### src/design/sint_pkg.sv
package sint_pkg;

    // Set store geometry
    localparam int SET_DEPTH = 256;
    localparam int IDX_W     = $clog2(SET_DEPTH);
    localparam int CNT_W     = $clog2(SET_DEPTH + 1);
    localparam int KEY_W     = 32;

    // Command codes
    localparam logic [1:0] CMD_FIRST  = 2'd0;
    localparam logic [1:0] CMD_SECOND = 2'd1;
    localparam logic [1:0] CMD_END    = 2'd2;

    // Sequencer states
    typedef enum logic [1:0] {
        ST_IDLE,
        ST_SCAN,
        ST_EMIT
    } sint_state_t;

    // Write request into the set store
    typedef struct packed {
        logic             we;
        logic [IDX_W-1:0] addr;
        logic [KEY_W-1:0] key;
        logic             reported;
    } sint_wr_t;

    // Read data from the set store
    typedef struct packed {
        logic [KEY_W-1:0] key;
        logic             reported;
    } sint_rd_t;

endpackage

### src/design/sint_ctrl.sv
module sint_ctrl (
    input  logic                       aclk,
    input  logic                       aresetn,
    input  logic                       s_valid,
    output logic                       s_ready,
    input  logic [1:0]                 s_command,
    input  logic signed [31:0]         s_element_value,
    output logic                       m_valid,
    input  logic                       m_ready,
    output logic signed [31:0]         m_common_value,
    output logic                       m_call_finished,
    output logic                       m_store_overflowed,
    output sint_pkg::sint_wr_t         wr,
    output logic [sint_pkg::IDX_W-1:0] rd_addr,
    input  sint_pkg::sint_rd_t         rd_data
);
    import sint_pkg::*;

    sint_state_t      state_reg, state_next;
    logic [1:0]       cmd_reg;
    logic [KEY_W-1:0] key_reg;
    logic [CNT_W-1:0] scan_idx_reg;
    logic             rd_vld_reg, rd_vld_next;
    logic [IDX_W-1:0] rd_idx_reg;
    logic [CNT_W-1:0] count_reg;
    logic             ovf_reg;
    logic             m_valid_reg;
    logic [KEY_W-1:0] out_value_reg;
    logic             out_fin_reg;
    logic             out_ovf_reg;

    logic accept;
    logic issue;
    logic hit;
    logic miss;
    logic out_free;
    logic load_out;
    logic do_insert;
    logic set_ovf;
    logic clear_store;

    assign accept   = s_valid && s_ready;
    assign issue    = scan_idx_reg < count_reg;
    assign hit      = rd_vld_reg && (rd_data.key == key_reg);
    assign miss     = !hit && !rd_vld_reg && !issue;
    assign out_free = !m_valid_reg || m_ready;
    assign rd_addr  = scan_idx_reg[IDX_W-1:0];

    // Next state
    always_comb begin
        state_next = state_reg;
        case (state_reg)
            ST_IDLE: begin
                if (accept) begin
                    if (s_command == CMD_FIRST || s_command == CMD_SECOND) begin
                        state_next = ST_SCAN;
                    end else if (s_command == CMD_END) begin
                        state_next = ST_EMIT;
                    end
                end
            end
            ST_SCAN: begin
                if (hit) begin
                    if (cmd_reg == CMD_SECOND && !rd_data.reported) begin
                        state_next = ST_EMIT;
                    end else begin
                        state_next = ST_IDLE;
                    end
                end else if (miss) begin
                    state_next = ST_IDLE;
                end
            end
            ST_EMIT: begin
                if (out_free) begin
                    state_next = ST_IDLE;
                end
            end
            default: state_next = ST_IDLE;
        endcase
    end

    // Sequencer outputs
    always_comb begin
        s_ready     = 1'b0;
        rd_vld_next = 1'b0;
        do_insert   = 1'b0;
        set_ovf     = 1'b0;
        load_out    = 1'b0;
        clear_store = 1'b0;
        wr          = '0;
        case (state_reg)
            ST_IDLE: begin
                s_ready = 1'b1;
            end
            ST_SCAN: begin
                rd_vld_next = issue && !hit;
                if (cmd_reg == CMD_FIRST && miss) begin
                    if (count_reg < CNT_W'(SET_DEPTH)) begin
                        do_insert   = 1'b1;
                        wr.we       = 1'b1;
                        wr.addr     = count_reg[IDX_W-1:0];
                        wr.key      = key_reg;
                        wr.reported = 1'b0;
                    end else begin
                        set_ovf = 1'b1;
                    end
                end
                if (cmd_reg == CMD_SECOND && hit && !rd_data.reported) begin
                    wr.we       = 1'b1;
                    wr.addr     = rd_idx_reg;
                    wr.key      = key_reg;
                    wr.reported = 1'b1;
                end
            end
            ST_EMIT: begin
                load_out    = out_free;
                clear_store = out_free && (cmd_reg == CMD_END);
            end
            default: begin
                s_ready = 1'b0;
            end
        endcase
    end

    // Control state
    always_ff @(posedge aclk) begin
        if (!aresetn) begin
            state_reg    <= ST_IDLE;
            scan_idx_reg <= '0;
            rd_vld_reg   <= 1'b0;
            count_reg    <= '0;
            ovf_reg      <= 1'b0;
            m_valid_reg  <= 1'b0;
        end else begin
            state_reg  <= state_next;
            rd_vld_reg <= rd_vld_next;
            if (accept) begin
                scan_idx_reg <= '0;
            end else if (state_reg == ST_SCAN && issue) begin
                scan_idx_reg <= scan_idx_reg + 1'b1;
            end
            if (clear_store) begin
                count_reg <= '0;
                ovf_reg   <= 1'b0;
            end else begin
                if (do_insert) begin
                    count_reg <= count_reg + 1'b1;
                end
                if (set_ovf) begin
                    ovf_reg <= 1'b1;
                end
            end
            if (load_out) begin
                m_valid_reg <= 1'b1;
            end else if (m_ready) begin
                m_valid_reg <= 1'b0;
            end
        end
    end

    // Item and result payload
    always_ff @(posedge aclk) begin
        if (accept) begin
            cmd_reg <= s_command;
            key_reg <= s_element_value;
        end
        rd_idx_reg <= scan_idx_reg[IDX_W-1:0];
        if (load_out) begin
            out_fin_reg   <= (cmd_reg == CMD_END);
            out_value_reg <= (cmd_reg == CMD_END) ? '0 : key_reg;
            out_ovf_reg   <= (cmd_reg == CMD_END) ? ovf_reg : 1'b0;
        end
    end

    assign m_valid            = m_valid_reg;
    assign m_common_value     = out_value_reg;
    assign m_call_finished    = out_fin_reg;
    assign m_store_overflowed = out_ovf_reg;

endmodule

### config.mk
export PLATFORM = sky130hd
export DESIGN_NAME = sint_ctrl
export DESIGN_NICKNAME = d
export VERILOG_FILES = /design/src/design/sint_pkg.sv /design/src/design/sint_ctrl.sv
export SDC_FILE = /design/constraint.sdc
export NUM_CORES = 1
export LEC_CHECK = 0
export BUFFER_PORTS_ARGS = -buffer_cell sky130_fd_sc_hd__buf_2
export CAP_MARGIN = 0
export CORE_ASPECT_RATIO = 0.5
export CORE_MARGIN = 2
export CORE_UTILIZATION = 50
export CTS_CLUSTER_SIZE = 8
export DETAILED_ROUTE_END_ITERATION = 10
export PLACE_DENSITY = 0.84
export SLEW_MARGIN = 15
export SYNTH_ARGS = -nofsm -noshare
export SYNTH_HDL_FRONTEND = slang
export SYNTH_SLANG_ARGS = --single-unit
export TNS_END_PERCENT = 10
### constraint.sdc
create_clock -name aclk -period 3.8 [get_ports aclk]
set_input_delay 0 -clock aclk [delete_from_list [all_inputs] [get_ports aclk]]
set_output_delay 0 -clock aclk [all_outputs]
set_load 0.05 [all_outputs]
## After elaboration in Yosys (flattened, before gate mapping)

Index checks and enable logic that the tools add are counted.

- Register bits: 99
- Input port bits: 71
- Output and inout bits: 86
- Word-level logic and storage cells: 77

- Add/subtract/negate cells: 2
- $lt $le $gt $ge: 2
- Equality and inequality tests: 11
- Mux-type cells: 23
- Bitwise gates (word level): 1
- Reductions and logical operators: 26

Operators with widths:

| cell | count |
|---|---|
| $mux W42 | 4 |
| $eq A32 B32 Y1 | 1 |
| $add A9 B1 Y9 const B | 2 |
| $mux W2 | 7 |
| $logic_and A1 B1 Y1 | 11 |
| $mux W1 | 11 |
| $lt A9 B9 Y1 | 1 |
| $lt A9 B9 Y1 const B | 1 |
| $eq A2 B1 Y1 const B | 3 |
| $eq A2 B2 Y1 const B | 3 |
| $logic_not A2 Y1 | 3 |
| $ne A3 B3 Y1 const B | 2 |
| $pmux W2 S3 | 1 |
| $logic_not A1 Y1 | 5 |
| $ne A2 B2 Y1 const B | 2 |
| $reduce_and A4 Y1 | 1 |
| $reduce_or A2 Y1 | 2 |
| $logic_or A1 B1 Y1 | 2 |
| $reduce_and A2 Y1 | 1 |
| $reduce_bool A2 Y1 | 1 |
| $not A1 Y1 | 1 |

## Depth between registers and ports, before layout

Gate-level depths: netlist of run 1.

- Word-level depth: 9
- Depth in mapped cells: 9
- Depth with buffers taken out: 8

## Worst setup path after synthesis of run 1

No wires, ideal clock.

- Kind: reg-to-reg
- From: register m_valid_reg (netlist: m_valid)
- To: register count_reg[8]
- Arrival time: 2821 ps
- Required time: 3675 ps
- Setup slack: 855 ps
- Stages on the path, launching flop included: 6
- Cell sequence: dfxtp_1 > nand2b_1 > nor2b_1 > a21oi_1 > nand2_1 > o21ai_0

- Word-level cells in the longest chain between the ends: 5

RTL lines:

| item | line | source |
|---|---|---|
| start: declaration | sint_ctrl.sv:27 | `logic m_valid_reg;` |
| start signal: assignment | sint_ctrl.sv:133 | `m_valid_reg <= 1'b0;` |
| start signal: assignment | sint_ctrl.sv:154 | `m_valid_reg <= 1'b1;` |
| start signal: assignment | sint_ctrl.sv:156 | `m_valid_reg <= 1'b0;` |
| $logic_not A1 Y1 | sint_ctrl.sv:46 | `assign out_free = !m_valid_reg \|\| m_ready;` |
| $logic_or A1 B1 Y1 | sint_ctrl.sv:46 |  |
| $logic_and A1 B1 Y1 | sint_ctrl.sv:117 | `clear_store = out_free && (cmd_reg == CMD_END);` |
| $mux W1 | sint_ctrl.sv:91 | `case (state_reg)` |
| $reduce_or A2 Y1 (no source line) | -- |  |
| end signal: assignment | sint_ctrl.sv:147 | `count_reg <= count_reg + 1'b1;` |
| end: declaration | sint_ctrl.sv:25 | `logic [CNT_W-1:0] count_reg;` |

No other way between the ends.
A chain may end at the register's enable or synchronous reset.

==> results of run 1 <==
-- per-stage QoR --
stage / cell area, um^2 / hold WS (ps) / util [%] / worst slack [ps]
after floorplan: 4610 / 98.9 / - / 855
after global placement: 5470 / 177 / 61.9 / 1270
after detailed placement: 5470 / 178 / 61.9 / 1140
after CTS: 6130 / 1.92 / 69.5 / 777
after global routing: 6130 / 57.7 / 69.5 / 572
final: 6130 / 40.8 / 69.5 / 768
-- path summary, 6_finish.rpt --
path                                      start             to  slack (ps)  cells after the start
worst max-delay path               count_reg[8]          wr[1]         770                     10
worst min register to register  scan_idx_reg[4]  rd_idx_reg[4]         420                      0
worst min-delay path                    m_ready        m_valid          40                      3
worst max register to register     count_reg[8]   count_reg[1]        1370                      8
-- cell type report --
class	instances	area [um^2]	share of cell area, %
Clock buffer	10	229	3.73
Clock inverter	6	88.8	1.45
Inverter	17	63.8	1.04
Multi-Input combinational cell	252	1770	28.9
Sequential cell	99	2660	43.4
Tap cell	117	146	2.39
Timing Repair Buffer	196	1170	19.1
-- logic make-up (layout without fill, tap and decap cells) --
logic type               count (synthesis)  in the layout  synth area share [%]
adder cells (fa/ha/maj)                 10             10                  2.71
AND/OR/NAND/NOR                        153            153                  20.8
multiplexers                             2              2                 0.434
buffers and inverters                   34            229                  3.94
flip-flops                              99             99                  57.8
XOR/XNOR                                35             35                  6.65
AO/OA/AOI/OAI                           52             52                  7.68
-- layer usage --
layer / share of wire [%] / track usage (%)
met2: 51 / 42.7
met3: 5.5 / 4.82
met5: 0 / 0
met4: 1.2 / 5.89
met1: 42 / 28.2
-- worst max-delay path: cells and delay by family (launching register included) --
kind                     cells  cell delay [ps]
adder cells (fa/ha/maj)      1              320
AND/OR/NAND/NOR              2              420
AO/OA/AOI/OAI                4              970
flip-flops                   1              410
buffers and inverters        3              540
-- Yosys cell counts (all sizes together) --
| library cell | count | area share, % |
|---|---|---|
| a22o | 7 | 1.3 |
| a41o | 1 | 0.22 |
| mux2i | 2 | 0.43 |
| nand3 | 6 | 0.65 |
| and2b | 1 | 0.16 |
| or4 | 6 | 0.98 |
| a21oi | 17 | 1.8 |
| nor2 | 17 | 1.4 |
| clkbuf | 5 | 0.41 |
| or3 | 4 | 0.54 |
| and2 | 36 | 4.9 |
| o21ba | 1 | 0.35 |
| nor2b | 32 | 5.3 |
| nand2b | 7 | 1.1 |
| nand4b | 1 | 0.19 |
| o31ai | 5 | 0.81 |
| a31o | 3 | 0.57 |
| ha | 10 | 2.7 |
| buf | 12 | 2.1 |
| xor2 | 29 | 5.5 |
| a211oi | 6 | 0.98 |
| dfxtp | 31 | 13 |
| nand2 | 19 | 1.5 |
| nand3b | 2 | 0.33 |
| nor4 | 9 | 1.9 |
| edfxtp | 68 | 44 |
| or4b | 1 | 0.30 |
| nor3 | 1 | 0.11 |
| nand4 | 6 | 0.81 |
| a31oi | 2 | 0.41 |
| o21ai | 9 | 0.98 |
| xnor2 | 6 | 1.1 |
| and3 | 5 | 0.68 |
| inv | 17 | 1.4 |
| o41ai | 1 | 0.19 |
-- placed cells by master, fill, tap and decap left out, types with 3 or more instances in the layout --
cell,instances
sky130_fd_sc_hd__a22o_1,7
sky130_fd_sc_hd__nor2b_1,14
sky130_fd_sc_hd__nand3_1,6
sky130_fd_sc_hd__or4_1,6
sky130_fd_sc_hd__nor4_1,7
sky130_fd_sc_hd__xor2_1,29
sky130_fd_sc_hd__and2_1,35
sky130_fd_sc_hd__dfxtp_1,31
sky130_fd_sc_hd__o31ai_1,5
sky130_fd_sc_hd__buf_4,5
sky130_fd_sc_hd__a211oi_1,6
sky130_fd_sc_hd__and3_1,5
sky130_fd_sc_hd__buf_2,156
sky130_fd_sc_hd__nand2b_1,6
sky130_fd_sc_hd__a21oi_1,17
sky130_fd_sc_hd__nand4_1,6
sky130_fd_sc_hd__nor2_1,17
sky130_fd_sc_hd__a31o_2,3
sky130_fd_sc_hd__or3_1,4
sky130_fd_sc_hd__nand2_1,19
sky130_fd_sc_hd__nor2b_2,17
sky130_fd_sc_hd__xnor2_1,6
sky130_fd_sc_hd__edfxtp_1,68
sky130_fd_sc_hd__inv_1,17
sky130_fd_sc_hd__o21ai_0,8
sky130_fd_sc_hd__dlygate4sd3_1,35
sky130_fd_sc_hd__clkbuf_16,9
sky130_fd_sc_hd__ha_1,10
-- timing repair --
item | in CTS | in global routing
hold endpoints to repair | 36 | 0
hold buffers | 35 | 0
buffers inserted | 0 | 0
-- power by group through the flow --
stage | clock network (mW) | logic, mW | registers (mW)
after global placement | 0 | 0.594 | 1.38
after detailed placement | 0 | 0.601 | 1.38
final | 0.968 | 0.629 | 1.36
after global routing | 1.02 | 0.666 | 1.37
after floorplan | 0 | 0.224 | 1.59
after CTS | 0.980 | 0.631 | 1.36
==> flow_summary_export.csv, run 1 <==
group,metric,value,unit
status,run_status,"finished, final reports clean",
synth,postSynthNetCount,466,
clock_network,cts.sink_count,99,
floorplanning,chipHeight,71.9,um
sta,timing.final.max_slew_violations,0,
power,power.share.clock,32.7,%
sta,period_minus_slack,3030,ps
critical_path,crit_fanout,33,
global_route,antenna_violations_before_repair,0,
route,post_drt_via_cell_ratio,5.13,
route,first_pass_iters,4,
clock_network,cts.clk_slew.worst_paths,60,ps
critical_path,worst-endpoint-required,3800,ps
synth,synth.avg_cell_area,12.0,um^2
final_layout,layout.filler_cells,650,
placed_design,place_inst,646,
floorplanning,chipWidth,140,um
route,via_count,3574,
synth,synth.yosys.warnings,0,
worst_hold_path,hold_path_class,"input pin to flip-flop",
route,ant_nets,0,
critical_path,critical-path-max-stage-delay,540,ps
sta,fmaxAchievable,330,MHz
global_route,grt_start_max_net_pins,34,
power,cellLeakagePower,2.60,nW
power,power.internal,2.07,mW
power,pwr_density_cell,482,nW/um^2
placed_design,port_buffers,156,
power,p_sw_share,30.0,%
critical_path,arrival,3030,ps
final_layout,final_cells,697,
final_layout,diodes,0,
route,routed_wire_length_per_instance,16.4,um
clock_network,clock_insertion_delay_worst_skew,340,ps
route,post-route-drc-count,0,
route,drt-total-wl,11400,um
power,total_power,2.96,mW
floorplanning,core,8830,um^2
power,netSwitchingPower,0.888,mW
critical_path,timing.critical_path.slowest_stage_cell,"sky130_fd_sc_hd__o21ba_4",
global_route,grt_usage,23.1,%
floorplanning,die_area,10000,um^2
global_route,first_global_vias,3558,
floorplanning,floorplan.initialDensity,52.2,%
synth,synth.ff_latch_count,99,
critical_path,path_class,"flip-flop to primary output",
clock_network,cts_buffers,9,
final_layout,area_growth_syn_to_fin,33.1,%
placed_design,gp_congestion,0.866,
sta,final_min_period_over_clock_period,79.8,%
clock_network,clk_path_buf_depth,2,
power,seq_pwr_share,46.0,%
sta,worst-slew-pin-transition,590,ps
clock_network,cts_tree,"done",
critical_path,critical_path_endpoint_category,"primary output",
sta,rsz_0062_raised_after_global_routing,"no",
clock_network,cts-root-buf,"sky130_fd_sc_hd__clkbuf_16",
route,drtIter0Drc,240,
final_layout,fraction_of_layout_cells_with_a_size_suffix_above_1,35.2,%
placed_design,dp_wirelength,8010,um
sta,finalSetupViolations,0,
critical_path,crit_path_start_kind,"flip-flop",
sta,fin_setup_tns,0,ps
clock_network,cts_max_level,3,
final_layout,final_nets,656,
floorplanning,design.portCount,157,
synth,synth.distinct_cells,42,
clock_network,cts_repair_resize_count,0,
floorplanning,placement_rows,24,
global_route,grt.overflow.total,0,
power,comb_power_share,21.3,%
synth,postSynthCellCount,385,
sta,final-hold-violation-count,0,
synth,ys_seq_area_share,57.8,%
synth,synthesis.area,4610,um^2
critical_path,chain_of_cells_forming_the_critical_path,"inv_1 > ha_1 > a21oi_1 > o21ai_0 > and2_1 > a31oi_2 > buf_4 > o21ba_4 > and2b_1 > buf_2",
flow_run,cap_viol_max_count,0,
power,vdd.ir_drop.worst,0.371,mV
global_route,wire_length_of_the_first_global_routing_pass,17900,um
sta,slew-limit-headroom,60.3,%
sta,finClkSkew,5.30,ps
No activity file was read; power rests on OpenSTA's default activity.
==> inputs of run 2 (changes only) <==
CORE_UTILIZATION = 45   (was 50)
PLACE_DENSITY = 0.8   (was 0.84)
clock period = 2.55 ns   (was 3.8 ns; I/O delays follow)
==> flow_summary_export.csv, run 2 (synthesis results as in run 1) <==
group,metric,value,unit
route,drt-total-wl,13000,um
global_route,wire_length_of_the_first_global_routing_pass,18700,um
route,first_pass_iters,6,
power,p_sw_share,30.3,%
route,route.top_layer_used,"met4",
clock_network,cts.sink_count,99,
sta,finalSetupViolations,41,
critical_path,arrival,2690,ps
final_layout,diodes,0,
placed_design,gp_congestion,0.845,
worst_hold_path,timing.hold.worst.start,"m_ready",
critical_path,critical_path_endpoint_category,"primary output",
sta,finClkSkew,8.23,ps
route,ant_nets,0,
critical_path,worst_r2r_endpoint,"state_reg[0]",
critical_path,chain_of_cells_forming_the_critical_path,"xor2_1 > nor4_2 > buf_4 > nand4_1 > nor4_4 > buf_4 > o21ba_4 > nor2b_2 > buf_6",
clock_network,cts_tree,"done",
sta,final-hold-violation-count,0,
final_layout,layout.filler_cells,713,
power,cellLeakagePower,2.81,nW
power,comb_power_share,22.5,%
power,netSwitchingPower,1.36,mW
critical_path,critical-path-max-stage-delay,420,ps
critical_path,path_class,"flip-flop to primary output",
clock_network,clk_path_buf_depth,2,
clock_network,clock_insertion_delay_worst_skew,340,ps
final_layout,layout.cells.most_common_list,"sky130_fd_sc_hd__buf_2, sky130_fd_sc_hd__edfxtp_1, sky130_fd_sc_hd__buf_6",
placed_design,post-place-ws,-42.5,ps
final_layout,final_nets,682,
flow_run,cap_viol_max_count,0,
sta,final_min_period_over_clock_period,105,%
power,vdd.ir_drop.worst,0.355,mV
route,post_drt_via_cell_ratio,5.19,
global_route,first_global_vias,3749,
sta,fmaxAchievable,372,MHz
placed_design,port_buffers,156,
floorplanning,chipHeight,75.6,um
route,metal1_wirelength,5240,um
placed_design,dp_wirelength,8080,um
sta,timing.final.max_slew_violations,0,
sta,rsz_0062_raised_after_global_routing,"yes",
critical_path,ff2ff_path_depth,9,
critical_path,worst-endpoint-required,2550,ps
sta,slew-limit-headroom,66.6,%
worst_hold_path,hold_path_class,"input pin to flip-flop",
power,power.share.clock,32.0,%
global_route,grt_usage,22.0,%
final_layout,area_growth_syn_to_fin,47.4,%
critical_path,crit_end,"wr[19]",
sta,worst-slew-pin-transition,498,ps
global_route,antenna_violations_before_repair,0,
power,power.internal,3.12,mW
sta,period_minus_slack,2690,ps
route,via_count,3869,
floorplanning,chipWidth,147,um
critical_path,worstSetupStartpoint,"key_reg[11]",
final_layout,final_cells,746,
route,wl_met3,677,um
floorplanning,die_area,11100,um^2
route,routed_wire_length_per_instance,17.4,um
clock_network,cts-root-buf,"sky130_fd_sc_hd__clkbuf_16",
power,seq_pwr_share,45.5,%
sta,timing.final.ws_setup,-140,ps
global_route,grt_start_max_net_pins,35,
power,pwr_density_cell,659,nW/um^2
clock_network,cts.clk_slew.worst_paths,70,ps
critical_path,cp_common_cell,"sky130_fd_sc_hd__buf_4",
floorplanning,core,10100,um^2
floorplanning,design.portCount,157,
route,post-route-drc-count,0,
placed_design,place_inst,685,
sta,final.hold.worst_slack,32.3,ps
global_route,grt.overflow.total,0,
critical_path,r2r_start,"key_reg[29]",
floorplanning,floorplan.initialDensity,45.7,%
route,drtIter0Drc,262,
status,run_status,"finished with violations",
floorplanning,placement_rows,26,
clock_network,cts_buffers,9,
final_layout,layout_commonest_cell,"sky130_fd_sc_hd__buf_2",
critical_path,timing.critical_path.slowest_stage_cell,"sky130_fd_sc_hd__edfxtp_1",
route,wl_met2,6800,um
clock_network,cts_max_level,3,
final_layout,fraction_of_layout_cells_with_a_size_suffix_above_1,43.1,%
critical_path,crit_path_start_kind,"flip-flop",
status,violations,"setup timing",
critical_path,setup_slack_on_the_worst_flop_to_flop_path,150,ps
critical_path,crit_fanout,8,
## run 2: layer usage
layer | global-route usage [%] | vias to the layer above
met5 | 0 | -
met3 | 4.73 | 26
met1 | 25.7 | 1897
met4 | 7.80 | 0
li1 | - | 1799
met2 | 41.7 | 147
## run 2: final cells by class
type / instances / area [um^2] / share of cell area (%)
sequential: 99 / 2670 / 39.3
multi-input combinational: 256 / 1970 / 29.0
timing repair buffer: 218 / 1600 / 23.5
clock buffer: 9 / 225 / 3.31
tap: 140 / 175 / 2.58
clock inverter: 7 / 91.3 / 1.34
inverter: 17 / 63.8 / 0.939
## run 2: how the worst min path moves through the flow
| stage | to | slack [ps] | cells after the start |
|---|---|---|---|
| finish | m_valid | 30 | 3 |
| global route | m_valid | 60 | 3 |
| CTS | m_valid | 20 | 3 |
| detailed placement | key_reg[7] | 180 | 1 |
| global placement | key_reg[17] | 180 | 1 |
| floorplan | cmd_reg[0] | 100 | 0 |
## run 2: critical path: cells and delay by family (launching register included)
family                    cells  cell delay, ps
AOI/OAI and AO/OA             1             250
xor gates and xnor gates      1             180
buffers and inverters         3             560
DFF                           1             420
and+or+nand+nor               4             950
## run 2: repair_timing
action,CTS,global route
gates resized for setup,95,27
setup endpoints to repair,41,42
buffers inserted,4,2
pin swaps,10,8
hold endpoints to repair,35,0
hold buffers,35,0
cloned,4,0
## run 2: power by group through the flow
stage	logic, mW	registers [mW]	clock network [mW]
floorplan	0.338	2.36	0
global placement	0.893	2.06	0
detailed placement	0.907	2.06	0
CTS	0.986	2.03	1.45
global route	1.06	2.05	1.51
finish	1.01	2.03	1.43
## run 2: stage by stage
| stage | instance area, um^2 | total power [mW] | utilization, % | TNS [ps] |
|---|---|---|---|---|
| 2_1_floorplan | 4620 | 2.70 | - | -4720 |
| 3_3_place_gp | 5620 | 2.95 | 55.7 | 0 |
| 3_5_place_dp | 5620 | 2.97 | 55.7 | -42.5 |
| 4_1_cts | 6670 | 4.47 | 66.1 | -4010 |
| 5_1_grt | 6800 | 4.62 | 67.4 | -7950 |
| 6_report | 6800 | 4.47 | 67.4 | -3400 |
